==> src/hw/rtl/lztd_pkg.sv <==
// Package for the LZ77 text-token decoder: item types, character and status
// codes, controller states, commands and status, and parameter defaults.
// No dependencies.
package lztd_pkg;

  localparam int WINDOW_SIZE_DEF = 4096;
  localparam int MAX_RUN_DEF     = 64;

  // Accumulator widths and saturation limits of the two decimal numbers.
  localparam int DIST_W = 13;
  localparam int LEN_W  = 7;
  localparam logic [DIST_W-1:0] DIST_MAX = 13'd8191;
  localparam logic [LEN_W-1:0]  LEN_MAX  = 7'd127;

  localparam logic [7:0] CH_OPEN  = 8'h28;
  localparam logic [7:0] CH_CLOSE = 8'h29;
  localparam logic [7:0] CH_COMMA = 8'h2C;
  localparam logic [7:0] CH_ZERO  = 8'h30;
  localparam logic [7:0] CH_NINE  = 8'h39;

  localparam logic [1:0] STAT_OK       = 2'd0;
  localparam logic [1:0] STAT_BAD_DIST = 2'd1;
  localparam logic [1:0] STAT_TRUNC    = 2'd2;

  typedef struct packed {
    logic [7:0] in_byte;
  } in_item_t;

  typedef struct packed {
    logic [7:0] out_byte;
    logic       run_last;
    logic [1:0] status;
  } out_item_t;

  typedef enum logic [1:0] {
    S_OUTSIDE,
    S_DIST,
    S_LEN,
    S_COPY
  } state_t;

  typedef struct packed {
    logic acc_clear;    // '(' opens a reference
    logic dist_take;    // byte goes to the distance number
    logic len_take;     // byte goes to the length number
    logic closed_clear; // ',' or ')' starts a fresh number
    logic lit_store;    // store and emit the input byte
    logic err_emit;     // emit the bad-distance result
    logic copy_start;   // load copy pointers, issue first history read
    logic copy_step;    // store and emit one copied byte
  } cmd_t;

  typedef struct packed {
    logic is_open;
    logic is_comma;
    logic is_close;
    logic dist_bad;
    logic len_zero;
    logic slot_free;
    logic copy_last;
  } sts_t;

endpackage

==> src/hw/rtl/lztd_ctrl.sv <==
// Controller of the LZ77 text-token decoder: parse mode and copy sequencing.
// Depends on lztd_pkg.
module lztd_ctrl (
  input  logic          clk,
  input  logic          rst,
  input  logic          in_valid,
  output logic          in_ready,
  input  lztd_pkg::sts_t sts,
  output lztd_pkg::cmd_t cmd
);

  lztd_pkg::state_t state, state_next;
  logic accept;

  always_ff @(posedge clk) begin
    if (rst) begin
      state <= lztd_pkg::S_OUTSIDE;
    end else begin
      state <= state_next;
    end
  end

  always_comb begin
    state_next = state;
    cmd        = '0;
    in_ready   = sts.slot_free && (state != lztd_pkg::S_COPY);
    accept     = in_valid && in_ready;
    unique case (state)
      lztd_pkg::S_OUTSIDE: begin
        if (accept) begin
          if (sts.is_open) begin
            cmd.acc_clear = 1'b1;
            state_next    = lztd_pkg::S_DIST;
          end else begin
            cmd.lit_store = 1'b1;
          end
        end
      end
      lztd_pkg::S_DIST: begin
        if (accept) begin
          if (sts.is_comma) begin
            cmd.closed_clear = 1'b1;
            state_next       = lztd_pkg::S_LEN;
          end else begin
            cmd.dist_take = 1'b1;
          end
        end
      end
      lztd_pkg::S_LEN: begin
        if (accept) begin
          if (sts.is_close) begin
            cmd.closed_clear = 1'b1;
            state_next       = lztd_pkg::S_OUTSIDE;
            if (sts.dist_bad) begin
              cmd.err_emit = 1'b1;
            end else if (!sts.len_zero) begin
              cmd.copy_start = 1'b1;
              state_next     = lztd_pkg::S_COPY;
            end
          end else begin
            cmd.len_take = 1'b1;
          end
        end
      end
      lztd_pkg::S_COPY: begin
        if (sts.slot_free) begin
          cmd.copy_step = 1'b1;
          if (sts.copy_last) begin
            state_next = lztd_pkg::S_OUTSIDE;
          end
        end
      end
      default: begin
        state_next = lztd_pkg::S_OUTSIDE;
      end
    endcase
  end

endmodule

==> config.mk <==
export PLATFORM = sky130hd
export DESIGN_NAME = lztd_ctrl
export DESIGN_NICKNAME = d
export VERILOG_FILES = /design/src/hw/rtl/lztd_pkg.sv /design/src/hw/rtl/lztd_ctrl.sv
export SDC_FILE = /design/constraint.sdc
export NUM_CORES = 1
export LEC_CHECK = 0
export BUFFER_PORTS_ARGS = -buffer_cell sky130_fd_sc_hd__buf_4
export CORE_AREA = 2 2 39 41
export DETAILED_ROUTE_END_ITERATION = 8
export DIE_AREA = 0 0 41 43
export GPL_ROUTABILITY_DRIVEN = 0
export SETUP_SLACK_MARGIN = 0.02
export SLEW_MARGIN = 20
export SYNTH_ARGS = -nofsm -noshare
export SYNTH_HDL_FRONTEND = slang
export SYNTH_SLANG_ARGS = --single-unit
==> constraint.sdc <==
create_clock -name clk -period 2.5 [get_ports clk]
set_clock_uncertainty 0.05 [all_clocks]
set_input_delay 0.5 -clock clk [delete_from_list [all_inputs] [get_ports clk]]
set_output_delay 0.5 -clock clk [all_outputs]
set_load 0.05 [all_outputs]
==> results_tabular.tex <==
\begin{tabular}{lr}
\hline
Metric & Value \\
\hline
\multicolumn{2}{l}{\textbf{Status}} \\
Run status & finished clean \\
\multicolumn{2}{l}{\textbf{Clocking}} \\
Worst-path clk slew & 0.03 ns \\
Hold-fix buffers, CTS & 0 \\
Worst-Skew Late Latency & 0.23 ns \\
CTS max path bufs & 2 \\
Setup fix buffers added after clock tree synthesis & 0 \\
TritonCTS sink count & 2 \\
CTS-repair resized insts & 0 \\
TritonCTS buffer count & 3 \\
Clock root buffer master & clkbuf\_4 \\
H-Tree Level Count & 1 \\
TritonCTS clock tree & done \\
\multicolumn{2}{l}{\textbf{Floorplan}} \\
Area enclosed by the die boundary & 1760 sq um \\
Ports placed on the boundary & 19 \\
Starting utilization of the core area & 21.2\% \\
Cell Rows & 14 \\
Horizontal die dimension & 41 um \\
Die extent in y & 43 um \\
Core Box Area & 1380 sq um \\
\multicolumn{2}{l}{\textbf{Timing}} \\
Number of max-slew violations in the final report & 0 \\
Max-slew headroom & 78.1\% \\
Slew at the pin with the worst max-slew slack & 0.328 ns \\
Total Neg Setup Slack & 0 ns \\
Setup WS post-layout & 0.276 ns \\
Max Freq & 0.450 GHz \\
Final setup violation count & 0 \\
Part of the cycle the worst path needs & 89.0\% \\
Minimum period implied by the final worst setup slack & 2.22 ns \\
RSZ-0062 raised after global routing & false \\
Final Hold Violating Endpoints & 0 \\
\multicolumn{2}{l}{\textbf{Setup path}} \\
Startpoint class of the critical path & flop \\
Required @ worst endpoint & 1.95 ns \\
Max Fanout on Critical Path & 5 \\
Type of the worst setup path & reg2out \\
Critical path endpoint category & primary output \\
Arrival time worst endpoint & 1.67 ns \\
\multicolumn{2}{l}{\textbf{Min path}} \\
Hold WC Path Type & in2reg \\
\multicolumn{2}{l}{\textbf{Global routing}} \\
Overall Global Routing Usage & 10.1\% \\
Wire length of the first global-routing pass & 1170 um \\
Remaining global-route overflow & 0 \\
Vias in the first global route & 319 \\
Antenna violations before repair & 0 \\
Met1 global-route usage & 10.2\% \\
Met3 GRT Util & 4.71\% \\
Layer with the highest usage after global routing & met2 \\
Largest net degree at the start of global routing & 6 \\
Routing usage on met2 & 15.9\% \\
\multicolumn{2}{l}{\textbf{Synthesis}} \\
Mapped Area & 293 sq um \\
Sequential element share of the synthesized area & 13.7\% \\
Area share of the largest cell type after synthesis & 21.4\% \\
Yosys warns & 0 \\
Most area-consuming cells after synthesis & ha\_1 21\%, dfxtp\_1 14\%, inv\_1 5.1\% \\
Post-synthesis average cell area & 8.37 sq um \\
\#FFs+latches synth & 2 \\
Mapped Nets & 50 \\
Instance count of the mapped netlist & 35 \\
Post-synth top area cell & ha\_1 \\
Number of distinct library cell variants in the gate-level netlist after synthesis & 23 \\
\multicolumn{2}{l}{\textbf{Placed design}} \\
Count of port buffers added during placement & 18 \\
Total half-perimeter wirelength after legalization and detailed placement & 640 um \\
Area post-placement & 455 sq um \\
Setup slack at placement & 0.511 ns \\
\multicolumn{2}{l}{\textbf{Route}} \\
Iter 0 DRT Violations & 0 \\
Wire length per cell after detailed routing & 10.2 um \\
Vias & 329 \\
Vias per inst & 4.57 \\
Antenna Nets Post-Route & 0 \\
DRC violation count after routing & 0 \\
Detailed-router iteration count before antenna repair & 1 \\
Total Routed Length & 734 um \\
\multicolumn{2}{l}{\textbf{Cells and area}} \\
Number of filler instances in the final layout & 151 \\
Most common cell after layout, fill and taps aside & buf\_4 \\
Total area of multi-input combinational cells & 245 sq um \\
Flip-flop count of the largest register after layout & 2 \\
Number of nets at the end of the flow & 73 \\
Syn-to-layout area delta & 63.2\% \\
Sequential standard cell area & 40.0 sq um \\
Diode count & 0 \\
Largest register by flop count & state \\
Share of cells above drive strength 1 & 53.6\% \\
Commonest cells after routing, fill and taps aside & 18 x buf\_4, 5 x ha\_1, 4 x inv\_1 \\
Final standard cell area without fillers & 478 sq um \\
Regs by FF count & state (2) \\
Final core utilization & 34.5\% \\
\multicolumn{2}{l}{\textbf{Power}} \\
Leak Pwr & 0.247 nW \\
VDD IR-drop max & 0.239 mV \\
Power density normalized to cell area & 414 nW/um\^{}2 \\
Total power consumption of the routed design & 198 uW \\
\multicolumn{2}{l}{\textbf{Run}} \\
Max-capacitance violation count & 0 \\
\hline
\end{tabular}
## synth_stat cells
master     instances
a22o_2             1
o311a_1            1
and2_1             1
and3b_1            1
ha_1               5
or2_1              1
a21bo_2            1
nand2b_2           1
nor2_1             3
or2b_2             1
o311ai_0           1
and3_1             2
and3_2             1
o21ai_0            1
nor3_1             2
dfxtp_1            2
nand2_1            1
o41ai_1            1
o2111ai_2          1
inv_1              4
nor2b_1            1
and4_2             1
nor3b_1            1
## logic make-up after synthesis
kind of cell / share of synthesized area, %
AOI/OAI and AO/OA: 23.1
and+or+nand+nor: 36.8
DFF: 13.7
adders and majority gates: 21.4
buffers and inverters: 5.13
## worst paths after layout
check | start | slack [ns] | depth (start not counted) | end
max | state[0] | 0.28 | 5 | cmd[1]
min reg2reg | state[1] | 0.48 | 1 | state[1]
min | rst | 0.42 | 2 | state[1]
max reg2reg | state[1] | 0.77 | 6 | state[0]
## layout make-up
class                           instances  share of cell area, %
Tap cell                               16                   4.19
Inverter                                4                   3.14
Sequential cell                         2                   8.38
Timing Repair Buffer                   18                   28.3
Multi-Input combinational cell         29                   51.3
Clock buffer                            3                   4.71
## routing by layer
layer  vias up  wire length (um)
li1        172                 -
met1       145               289
met2        10               379
met3         2                54
met4         0                11
met5         -                 0
## critical path: stages (launching register included)
cell and delay [ns]:
dfxtp_1 0.31, inv_1 0.13, ha_1 0.25, nor3b_1 0.33, and3_2 0.22, buf_4 0.19
## power by group
group          internal, mW  leakage [nW]  switching [mW]
clock network        0.0531        0.0138          0.0202
registers            0.0360        0.0163         0.00330
logic                0.0372         0.217          0.0480
total                 0.126         0.247          0.0715
## metrics by stage
| step | hold WS (ns) | std cells |
|---|---|---|
| floorplan | 0.437 | 35 |
| detailed placement | 0.483 | 69 |
| CTS | 0.418 | 72 |
| finish | 0.424 | 72 |
| global placement | 0.481 | 69 |
| global route | 0.439 | 72 |
No activity file was read; power rests on OpenSTA's default activity.
